**config.mk**
```make
export PLATFORM = sky130hd
export DESIGN_NAME = sorted_list_insert_union_core_flat
export DESIGN_NICKNAME = d
export VERILOG_FILES = /design/src/rtl/slui_pkg.sv /design/src/rtl/slui_req_if.sv /design/src/rtl/slui_rsp_if.sv /design/src/rtl/sorted_list_insert_union_core.sv /design/src/rtl/slui_ram.sv /design/src/rtl/slui_cmp.sv /design/src/flat_wrapper.sv
export SDC_FILE = /design/constraint.sdc
export NUM_CORES = 2
export LEC_CHECK = 0
export BUFFER_PORTS_ARGS = -buffer_cell sky130_fd_sc_hd__buf_2
export CORE_ASPECT_RATIO = 2
export CORE_MARGIN = 10
export CORE_UTILIZATION = 35
export CTS_BUF_LIST = sky130_fd_sc_hd__clkbuf_2
export DETAILED_ROUTE_END_ITERATION = 16
export PLACE_DENSITY_LB_ADDON = 0.08
export SYNTH_ARGS = -nofsm -noshare
export SYNTH_HDL_FRONTEND = slang
export SYNTH_SLANG_ARGS = --single-unit
```
**constraint.sdc**
```tcl
create_clock -name clock -period 22.9 [get_ports clock]
set_input_delay 2.29 -clock clock [delete_from_list [all_inputs] [get_ports clock]]
set_output_delay 2.29 -clock clock [all_outputs]
set_load 0.05 [all_outputs]
```
**src/rtl/slui_pkg.sv**
```systemverilog
// Shared constants for the sorted list insert / union core.
// Widths, list depth, request opcodes and result kinds. No dependencies.
`default_nettype none

package slui_pkg;

   localparam int DEPTH  = 32;
   localparam int WORD_W = 32;
   localparam int ADDR_W = (DEPTH > 1) ? $clog2(DEPTH) : 1;
   localparam int CNT_W  = $clog2(DEPTH + 1);
   localparam int OP_W   = 2;
   localparam int KIND_W = 2;

   localparam logic [CNT_W-1:0] LIST_FULL = CNT_W'(DEPTH);

   // request opcodes
   localparam logic [OP_W-1:0] OP_INSERT_A = 2'd0;
   localparam logic [OP_W-1:0] OP_INSERT_B = 2'd1;
   localparam logic [OP_W-1:0] OP_MERGE    = 2'd2;
   localparam logic [OP_W-1:0] OP_NOP      = 2'd3;

   // result kinds
   localparam logic [KIND_W-1:0] KIND_STATUS = 2'd0;
   localparam logic [KIND_W-1:0] KIND_VALUE  = 2'd1;
   localparam logic [KIND_W-1:0] KIND_EMPTY  = 2'd2;

endpackage

`default_nettype wire

```
**src/rtl/slui_req_if.sv**
```systemverilog
// Request channel: valid/ready handshake with opcode and value.
// Depends on slui_pkg for field widths.
`default_nettype none

interface slui_req_if import slui_pkg::*; ();
   logic                     valid;
   logic                     ready;
   logic [OP_W-1:0]          opcode;
   logic signed [WORD_W-1:0] value;

   modport source (output valid, output opcode, output value, input ready);
   modport sink   (input valid, input opcode, input value, output ready);
endinterface

`default_nettype wire

```
**src/rtl/slui_rsp_if.sv**
```systemverilog
// Result channel: valid/ready handshake with kind, value, drop and last flags.
// Depends on slui_pkg for field widths.
`default_nettype none

interface slui_rsp_if import slui_pkg::*; ();
   logic                     valid;
   logic                     ready;
   logic [KIND_W-1:0]        kind;
   logic signed [WORD_W-1:0] value_out;
   logic                     dropped;
   logic                     last;

   modport source (output valid, output kind, output value_out, output dropped,
                   output last, input ready);
   modport sink   (input valid, input kind, input value_out, input dropped,
                   input last, output ready);
endinterface

`default_nettype wire

```
**src/rtl/sorted_list_insert_union_core.sv**
```systemverilog
// Top level of the sorted list insert / union core: sequencer, two list RAMs
// and the shared comparator. Depends on slui_pkg, slui_req_if, slui_rsp_if,
// slui_ram and slui_cmp.
//
//   channel   | direction | handshake          | payload
//   ----------+-----------+--------------------+----------------------------------
//   req_ch    | in        | valid / ready      | opcode[1:0], value[31:0] signed
//   rsp_ch    | out       | valid / ready      | kind[1:0], value_out[31:0] signed,
//             |           |                    | dropped, last
//
// An insert steps down past each entry greater than the value, shifting it up,
// then writes the value and reports status; a dropped insert reports straight
// away; a merge walks every entry of both lists, then emits the last value or
// an empty result. The walk is bound by the single read port of each list RAM
// and the one comparator, which both an insert scan and a merge step use.
// Reset: synchronous, clears the counts, sequencer and output valid; list
// contents are left as they are, only entries below a count are ever used.
// Stalls: the result register frees the input side; a merge that finds a new
// distinct value while holding one, with the result register full, holds its pointers.
`default_nettype none

module sorted_list_insert_union_core import slui_pkg::*; (
   input wire logic   clock,
   input wire logic   reset,
   slui_req_if.sink   req_ch,
   slui_rsp_if.source rsp_ch
);

   typedef enum logic [2:0] {
      ST_IDLE,
      ST_INSERT,
      ST_STATUS,
      ST_MERGE,
      ST_FINISH
   } state_type;

   // sequencer and list state
   state_type                state_ff, state_in;
   logic                     sel_b_ff, sel_b_in;
   logic signed [WORD_W-1:0] val_ff, val_in;
   logic [CNT_W-1:0]         rem_ff, rem_in;
   logic [CNT_W-1:0]         cnt_a_ff, cnt_a_in;
   logic [CNT_W-1:0]         cnt_b_ff, cnt_b_in;
   logic [CNT_W-1:0]         ia_ff, ia_in;
   logic [CNT_W-1:0]         ib_ff, ib_in;
   logic                     have_ff, have_in;
   logic signed [WORD_W-1:0] prev_ff, prev_in;
   logic                     dropped_ff, dropped_in;

   // result register
   logic                     rsp_valid_ff, rsp_valid_in;
   logic [KIND_W-1:0]        rsp_kind_ff, rsp_kind_in;
   logic signed [WORD_W-1:0] rsp_value_ff, rsp_value_in;
   logic                     rsp_dropped_ff, rsp_dropped_in;
   logic                     rsp_last_ff, rsp_last_in;

   // datapath
   logic signed [WORD_W-1:0] a_rd, b_rd, cur_data, next_val;
   logic signed [WORD_W-1:0] cmp_lhs, cmp_rhs, wr_data;
   logic                     le, out_free, a_ok, b_ok, take_a, distinct, shift;
   logic                     wr_en;
   logic [CNT_W-1:0]         req_cnt, rem_m1;
   logic [ADDR_W-1:0]        ins_addr, wr_addr, rd_addr_a, rd_addr_b;
   logic                     ins_next;

   assign out_free = !rsp_valid_ff || rsp_ch.ready;
   assign cur_data = sel_b_ff ? b_rd : a_rd;

   // comparator: merge orders the two heads, insert tests the scanned entry
   assign cmp_lhs = (state_ff == ST_MERGE) ? a_rd : cur_data;
   assign cmp_rhs = (state_ff == ST_MERGE) ? b_rd : val_ff;

   slui_cmp u_cmp (
      .lhs (cmp_lhs),
      .rhs (cmp_rhs),
      .le  (le)
   );

   assign a_ok     = ia_ff < cnt_a_ff;
   assign b_ok     = ib_ff < cnt_b_ff;
   assign take_a   = !b_ok || (a_ok && le);
   assign next_val = take_a ? a_rd : b_rd;
   assign distinct = !have_ff || (next_val != prev_ff);

   // insert scans downwards: shift the entry up while it is greater than the value
   assign shift   = (rem_ff != '0) && !le;
   assign wr_data = shift ? cur_data : val_ff;
   assign wr_addr = rem_ff[ADDR_W-1:0];

   assign req_cnt = (req_ch.opcode == OP_INSERT_B) ? cnt_b_ff : cnt_a_ff;

   always_comb begin
      state_in       = state_ff;
      sel_b_in       = sel_b_ff;
      val_in         = val_ff;
      rem_in         = rem_ff;
      cnt_a_in       = cnt_a_ff;
      cnt_b_in       = cnt_b_ff;
      ia_in          = ia_ff;
      ib_in          = ib_ff;
      have_in        = have_ff;
      prev_in        = prev_ff;
      dropped_in     = dropped_ff;
      rsp_valid_in   = rsp_valid_ff && !rsp_ch.ready;
      rsp_kind_in    = rsp_kind_ff;
      rsp_value_in   = rsp_value_ff;
      rsp_dropped_in = rsp_dropped_ff;
      rsp_last_in    = rsp_last_ff;
      wr_en          = 1'b0;

      unique case (state_ff)
         ST_IDLE: begin
            if (req_ch.valid) begin
               sel_b_in = (req_ch.opcode == OP_INSERT_B);
               val_in   = req_ch.value;
               ia_in    = '0;
               ib_in    = '0;
               have_in  = 1'b0;
               unique case (req_ch.opcode)
                  OP_INSERT_A, OP_INSERT_B: begin
                     if (req_cnt == LIST_FULL) begin
                        // list full: drop the value, report straight away
                        dropped_in = 1'b1;
                        state_in   = ST_STATUS;
                     end else begin
                        dropped_in = 1'b0;
                        rem_in     = req_cnt;
                        state_in   = ST_INSERT;
                     end
                  end
                  OP_MERGE: begin
                     state_in = ST_MERGE;
                  end
                  default: begin
                     // unused opcode: accept and ignore
                  end
               endcase
            end
         end

         ST_INSERT: begin
            wr_en = 1'b1;
            if (shift) begin
               rem_in = rem_ff - CNT_W'(1);
            end else begin
               state_in = ST_STATUS;
               if (sel_b_ff) begin
                  cnt_b_in = cnt_b_ff + CNT_W'(1);
               end else begin
                  cnt_a_in = cnt_a_ff + CNT_W'(1);
               end
            end
         end

         ST_STATUS: begin
            if (out_free) begin
               rsp_valid_in   = 1'b1;
               rsp_kind_in    = KIND_STATUS;
               rsp_value_in   = '0;
               rsp_dropped_in = dropped_ff;
               rsp_last_in    = 1'b1;
               state_in       = ST_IDLE;
            end
         end

         ST_MERGE: begin
            if (!a_ok && !b_ok) begin
               state_in = ST_FINISH;
            end else if (!(distinct && have_ff && !out_free)) begin
               if (take_a) begin
                  ia_in = ia_ff + CNT_W'(1);
               end else begin
                  ib_in = ib_ff + CNT_W'(1);
               end
               if (distinct) begin
                  // a new value retires the held one, which is not the last
                  if (have_ff) begin
                     rsp_valid_in   = 1'b1;
                     rsp_kind_in    = KIND_VALUE;
                     rsp_value_in   = prev_ff;
                     rsp_dropped_in = 1'b0;
                     rsp_last_in    = 1'b0;
                  end
                  prev_in = next_val;
                  have_in = 1'b1;
               end
            end
         end

         ST_FINISH: begin
            if (out_free) begin
               rsp_valid_in   = 1'b1;
               rsp_kind_in    = have_ff ? KIND_VALUE : KIND_EMPTY;
               rsp_value_in   = have_ff ? prev_ff : '0;
               rsp_dropped_in = 1'b0;
               rsp_last_in    = 1'b1;
               state_in       = ST_IDLE;
            end
         end

         default: begin
            state_in = ST_IDLE;
         end
      endcase
   end

   // read addresses follow the next pointer values, so registered read data lines up with the registered pointers
   assign ins_next  = (state_in == ST_INSERT);
   assign rem_m1    = rem_in - CNT_W'(1);
   assign ins_addr  = rem_m1[ADDR_W-1:0];
   assign rd_addr_a = (ins_next && !sel_b_in) ? ins_addr : ia_in[ADDR_W-1:0];
   assign rd_addr_b = (ins_next && sel_b_in) ? ins_addr : ib_in[ADDR_W-1:0];

   slui_ram #(
      .RAM_WIDTH (WORD_W),
      .RAM_DEPTH (DEPTH)
   ) u_list_a (
      .clock   (clock),
      .wr_en   (wr_en && !sel_b_ff),
      .wr_addr (wr_addr),
      .wr_data (wr_data),
      .rd_addr (rd_addr_a),
      .rd_data (a_rd)
   );

   slui_ram #(
      .RAM_WIDTH (WORD_W),
      .RAM_DEPTH (DEPTH)
   ) u_list_b (
      .clock   (clock),
      .wr_en   (wr_en && sel_b_ff),
      .wr_addr (wr_addr),
      .wr_data (wr_data),
      .rd_addr (rd_addr_b),
      .rd_data (b_rd)
   );

   always_ff @(posedge clock) begin
      if (reset) begin
         state_ff     <= ST_IDLE;
         cnt_a_ff     <= '0;
         cnt_b_ff     <= '0;
         have_ff      <= 1'b0;
         rsp_valid_ff <= 1'b0;
      end else begin
         state_ff     <= state_in;
         cnt_a_ff     <= cnt_a_in;
         cnt_b_ff     <= cnt_b_in;
         have_ff      <= have_in;
         rsp_valid_ff <= rsp_valid_in;
      end
      sel_b_ff       <= sel_b_in;
      val_ff         <= val_in;
      rem_ff         <= rem_in;
      ia_ff          <= ia_in;
      ib_ff          <= ib_in;
      prev_ff        <= prev_in;
      dropped_ff     <= dropped_in;
      rsp_kind_ff    <= rsp_kind_in;
      rsp_value_ff   <= rsp_value_in;
      rsp_dropped_ff <= rsp_dropped_in;
      rsp_last_ff    <= rsp_last_in;
   end

   assign req_ch.ready     = (state_ff == ST_IDLE);
   assign rsp_ch.valid     = rsp_valid_ff;
   assign rsp_ch.kind      = rsp_kind_ff;
   assign rsp_ch.value_out = rsp_value_ff;
   assign rsp_ch.dropped   = rsp_dropped_ff;
   assign rsp_ch.last      = rsp_last_ff;

`ifndef NO_ASSERTIONS
   a_count_bound: assert property (@(posedge clock) disable iff (reset)
      (cnt_a_ff <= LIST_FULL) && (cnt_b_ff <= LIST_FULL))
      else $error("list count beyond depth");

   a_insert_slot: assert property (@(posedge clock) disable iff (reset)
      (state_ff == ST_INSERT) |-> (rem_ff < LIST_FULL) &&
         (rem_ff <= (sel_b_ff ? cnt_b_ff : cnt_a_ff)))
      else $error("insert scan outside the list");

   a_merge_ptr: assert property (@(posedge clock) disable iff (reset)
      (state_ff == ST_MERGE) |-> (ia_ff <= cnt_a_ff) && (ib_ff <= cnt_b_ff))
      else $error("merge pointer past list end");

   a_merge_keeps_lists: assert property (@(posedge clock) disable iff (reset)
      (state_ff == ST_MERGE) |=> (cnt_a_ff == $past(cnt_a_ff)) &&
         (cnt_b_ff == $past(cnt_b_ff)))
      else $error("merge changed a list count");
`endif

endmodule

`default_nettype wire

```
**src/rtl/slui_ram.sv**
```systemverilog
// Generic single-write, single-read RAM with registered read data.
// No package dependencies.
`default_nettype none

module slui_ram #(
   parameter int RAM_WIDTH = 32,
   parameter int RAM_DEPTH = 32
) (
   input  wire logic                                              clock,
   input  wire logic                                              wr_en,
   input  wire logic [((RAM_DEPTH > 1) ? $clog2(RAM_DEPTH) : 1)-1:0] wr_addr,
   input  wire logic [RAM_WIDTH-1:0]                              wr_data,
   input  wire logic [((RAM_DEPTH > 1) ? $clog2(RAM_DEPTH) : 1)-1:0] rd_addr,
   output      logic [RAM_WIDTH-1:0]                              rd_data
);
   logic [RAM_WIDTH-1:0] mem [RAM_DEPTH];

   always_ff @(posedge clock) begin
      if (wr_en) begin
         mem[wr_addr] <= wr_data;
      end
      rd_data <= mem[rd_addr];
   end
endmodule

`default_nettype wire

```
**src/rtl/slui_cmp.sv**
```systemverilog
// Shared signed comparator: lhs <= rhs via a widened subtract.
// Depends on slui_pkg for the word width.
`default_nettype none

module slui_cmp import slui_pkg::*; (
   input  wire logic signed [WORD_W-1:0] lhs,
   input  wire logic signed [WORD_W-1:0] rhs,
   output      logic                     le
);
   logic [WORD_W:0] diff;

   // sign-extend by one bit so the borrow never overflows
   assign diff = {lhs[WORD_W-1], lhs} - {rhs[WORD_W-1], rhs};
   assign le   = diff[WORD_W] || (diff == '0);
endmodule

`default_nettype wire
```
**src/flat_wrapper.sv**
```systemverilog
// flat-port wrapper written by rule: the top's interface ports become plain ports
module sorted_list_insert_union_core_flat import slui_pkg::*;
  (clock, reset, req_ch_valid, req_ch_opcode, req_ch_value, req_ch_ready, rsp_ch_valid, rsp_ch_kind, rsp_ch_value_out, rsp_ch_dropped, rsp_ch_last, rsp_ch_ready);
  slui_req_if req_ch_i ();
  slui_rsp_if rsp_ch_i ();
  input wire logic clock;
  input wire logic reset;
  input wire logic [$bits(req_ch_i.valid)-1:0] req_ch_valid;
  input wire logic [$bits(req_ch_i.opcode)-1:0] req_ch_opcode;
  input wire logic [$bits(req_ch_i.value)-1:0] req_ch_value;
  output wire logic [$bits(req_ch_i.ready)-1:0] req_ch_ready;
  output wire logic [$bits(rsp_ch_i.valid)-1:0] rsp_ch_valid;
  output wire logic [$bits(rsp_ch_i.kind)-1:0] rsp_ch_kind;
  output wire logic [$bits(rsp_ch_i.value_out)-1:0] rsp_ch_value_out;
  output wire logic [$bits(rsp_ch_i.dropped)-1:0] rsp_ch_dropped;
  output wire logic [$bits(rsp_ch_i.last)-1:0] rsp_ch_last;
  input wire logic [$bits(rsp_ch_i.ready)-1:0] rsp_ch_ready;
  assign req_ch_i.valid = req_ch_valid;
  assign req_ch_i.opcode = req_ch_opcode;
  assign req_ch_i.value = req_ch_value;
  assign req_ch_ready = req_ch_i.ready;
  assign rsp_ch_valid = rsp_ch_i.valid;
  assign rsp_ch_kind = rsp_ch_i.kind;
  assign rsp_ch_value_out = rsp_ch_i.value_out;
  assign rsp_ch_dropped = rsp_ch_i.dropped;
  assign rsp_ch_last = rsp_ch_i.last;
  assign rsp_ch_i.ready = rsp_ch_ready;
  sorted_list_insert_union_core u_core (.clock(clock), .reset(reset), .req_ch(req_ch_i), .rsp_ch(rsp_ch_i));
endmodule
```
==> impl_results.md <==
* Top cells by area, synth: edfxtp_1 70%, nand2_1 3.3%, nand3_1 3.2%, mux4_2 2.5%, mux2i_1 2.2%
* TNS Setup at 0 ps
* Post-Synth XOR/XNOR Area at 0.8172%
* Clock skew at 168.2 ps
* Total of max-cap violations at 0
* R2R depth at 28
* Synth unique cells at 92
* Relative slew slack at 19.00%
* Synth cell count leaders: 2152 x edfxtp_1, 814 x nand2_1, 582 x nand3_1, 421 x nor2_1, 260 x a31oi_1
* Count leader, synth: edfxtp_1
* Nets at 6885
* VDD IR max at 0.1902 mV
* CP peak stage delay at 860 ps
* RR Endpoint: u_core.u_list_b.rd_data[25]
* Vias at 58990
* Crit path buf inv count at 7
* Reg clk slew, reported paths at 110 ps
* Total CTS buffers at 533
* Share of Yosys cell area claimed by the top area cell type at 70.11%
* Mux cell area share after synthesis at 5.905%
* Syn nets at 6500
* Clock latency on the worst-skew pair at 1740 ps
* R2R Setup Slk at 11900 ps
* Final period util at 48.03%
* Critical path's slowest cell: buf_4
* Main combinational cell family by area after synthesis: simple AND/OR/NAND/NOR gates
* Remaining antenna violation count at 0
* FFs w/ async S/R, synth at 0%
* Total Wirelength at 324000 um
* CP required at 24430 ps
* Yosys reg bits at 2249
* Clock tree from TritonCTS: done
* RePlAce Congestion at 0.8277
* CORE AREA at 262300 um^2
* Initial Util at 35.14%
* Die height at 745.7 um
* Slew Limit Fails at 0
* Clk buf depth at 4
* Initial DRC count at 3985
* Synth-to-Final Area Change at 11.28%
* # DRC at 0
* Initial antenna violation count at 7
* CP startpoint kind: register
* Post-synth EDFFs at 2152
* Total gr overflow at 0
* Yosys Warn Count at 0
* CTS Hold Bufs at 0
* CP Depth at 28
* Syn Area/Cell at 14.38 um^2
* Crit-path max FO at 64
* Setup violations, final at 0
* Die width at 382.9 um
* Complex-gate fraction of the synthesized area at 5.285%
* Outcome: finished clean
* Worst reg2reg startpoint: u_core.state_ff[0]
* Post_cts resized at 0
* Post-Syn Area at 92170 um^2
* Port Buf Inserts at 75
* First-pass GRT wire length at 455700 um
* Last element of the critical path: u_core.u_list_b.rd_data[25]
* Cell Rows at 266
* Register area share after synthesis at 72.22%
* Primary FF master, synth: edfxtp_1
* CP most frequent cell: buf_4
* Fillers at 25200
* Crit Path Class: reg -> reg
* HP Class: reg -> reg
* Vias per cell at 5.523
* Area of the die at 285500 um^2
* Register Area at 66570 um^2
* Max Fclk at 90.91 MHz
* Cell taking the most area after synthesis: edfxtp_1
* Worst slew pin tran at 1204 ps
* Total power at 14.45 mW
* Hold Fails Final Rpt at 0
* P per Cell Area at 140.8 nW/um^2
* CP top delay family: buffers and inverters
* Simple-gate portion of the synthesized area at 12.79%
* Setup crit end kind: register
* Leak pwr at 34.28 nW
* Average routed wire per standard cell at 30.33 um
* Clock root cell: clkbuf_2
* Vias in the first global route at 61180
* CP arrival at 12530 ps
* Share of layout cells above drive strength 1 at 20.51%
* Total track usage at 22.03%
* I/O Pins at 76
* Fin crit period at 11000 ps
* CP startpoint: u_core.state_ff[0]
* Post-detail-place hpwl at 197100 um
* Largest net degree at the start of global routing at 142
* Post-CTS setup buffer count at 0
* Mapped Cells at 6410
* Setup repair after global routing missed its margin: false
* First-pass DRT Iterations at 6
* Post-Synth Adder-Cell Area at 0.7141%
* H-tree level count at 6
* Multi-input gate area at 24560 um^2
* # clock sinks at 2249
-- sequential cells by signal, indices dropped and copies added, names as in the netlist --
signal and cells:
u_core.val_ff 32, u_core.rsp_ch.valid 1, u_core.rem_ff 6, u_core.state_ff 3
u_core.ib_ff 6, u_core.ia_ff 6, u_core.u_list_a.rd_data 32, u_core.sel_b_ff 1
u_core.cnt_a_ff 6, u_core.rsp_ch.dropped 1, u_core.prev_ff 32, u_core.rsp_ch.value_out 32
u_core.u_list_a.mem 1024, u_core.cnt_b_ff 6, u_core.rsp_ch.last 1, u_core.have_ff 1
u_core.u_list_b.mem 1024, u_core.rsp_ch.kind 2, u_core.u_list_b.rd_data 32, u_core.dropped_ff 1
-- metrics by stage --
step	std cells	util (%)	hold WS [ps]	setup slack (ps)	cell area, um^2
after detailed placement	9744	37.26	583.6	11800	97710
final	10680	39.11	585.7	11900	102600
after floorplan	6410	-	484.7	14830	92170
after global placement	9744	37.26	566.7	11880	97710
after CTS	10680	39.10	486.1	11770	102600
after global routing	10680	39.11	575.9	11330	102600
-- layout by cell type, fill, tap and decap left out, types with 128 or more instances in the layout --
cell type,count
nand3_1,582
buf_4,206
a31oi_1,260
edfxtp_1,2152
mux2i_1,204
nand2_1,813
clkbuf_2,800
nand4_1,158
nor4b_1,128
nor2_1,353
-- worst min-delay path by stage --
stage	startpoint	endpoint	slack (ps)	cells past startpoint
2_1_floorplan	u_core.ia_ff[4]	u_core.ia_ff[4]	480	1
3_3_place_gp	u_core.rsp_ch.valid	u_core.rsp_ch.valid	570	2
3_5_place_dp	u_core.ia_ff[4]	u_core.ia_ff[4]	580	2
4_1_cts	req_ch_value[20]	u_core.val_ff[20]	490	1
5_1_grt	req_ch_value[20]	u_core.val_ff[20]	580	1
6_report	u_core.rsp_ch.valid	u_core.rsp_ch.valid	590	2
-- final cells by class --
cell class                 count  share of cell area, %
antenna                        6                0.01464
multi-input combinational   3675                  23.95
clock inverter               131                 0.8161
sequential                  2249                  64.90
timing repair buffer         287                  1.991
tap                         3484                  4.250
clock buffer                 800                  3.904
inverter                      49                 0.1793
-- worst register-to-register path: cells and delay by family (launching register included) --
kind | cells | cell delay (ps)
AOI/OAI and AO/OA | 9 | 2820
muxes | 3 | 860
buffers and inverters | 7 | 3630
DFF | 1 | 470
and+or+nand+nor | 7 | 2270
adders and majority gates | 2 | 800
-- per-layer routing --
metal	part of all wire, %	global-route usage [%]
met5	0.0037	0
met4	5.0	10.22
met2	55	42.04
met1	36	23.60
met3	3.9	3.012
-- power by group --
| part | switching [mW] | internal [mW] | leakage [nW] | total (mW) |
|---|---|---|---|---|
| combinational | 4.22 | 1.20 | 10.3 | 5.42 |
| clock | 1.64 | 1.06 | 3.72 | 2.69 |
| sequential | 0.251 | 6.08 | 20.2 | 6.33 |
-- cells by family (layout without fill, tap and decap cells) --
| family | count (synthesis) | in the layout |
|---|---|---|
| AND/OR/NAND/NOR | 2420 | 2420 |
| flip-flops | 2249 | 2249 |
| AO/OA/AOI/OAI | 712 | 712 |
| buffers and inverters | 486 | 1267 |
| multiplexers | 405 | 405 |
| XOR/XNOR | 86 | 86 |
| adder cells (fa/ha/maj) | 52 | 52 |
| other | 0 | 6 |
No activity file was read; power rests on OpenSTA's default activity.
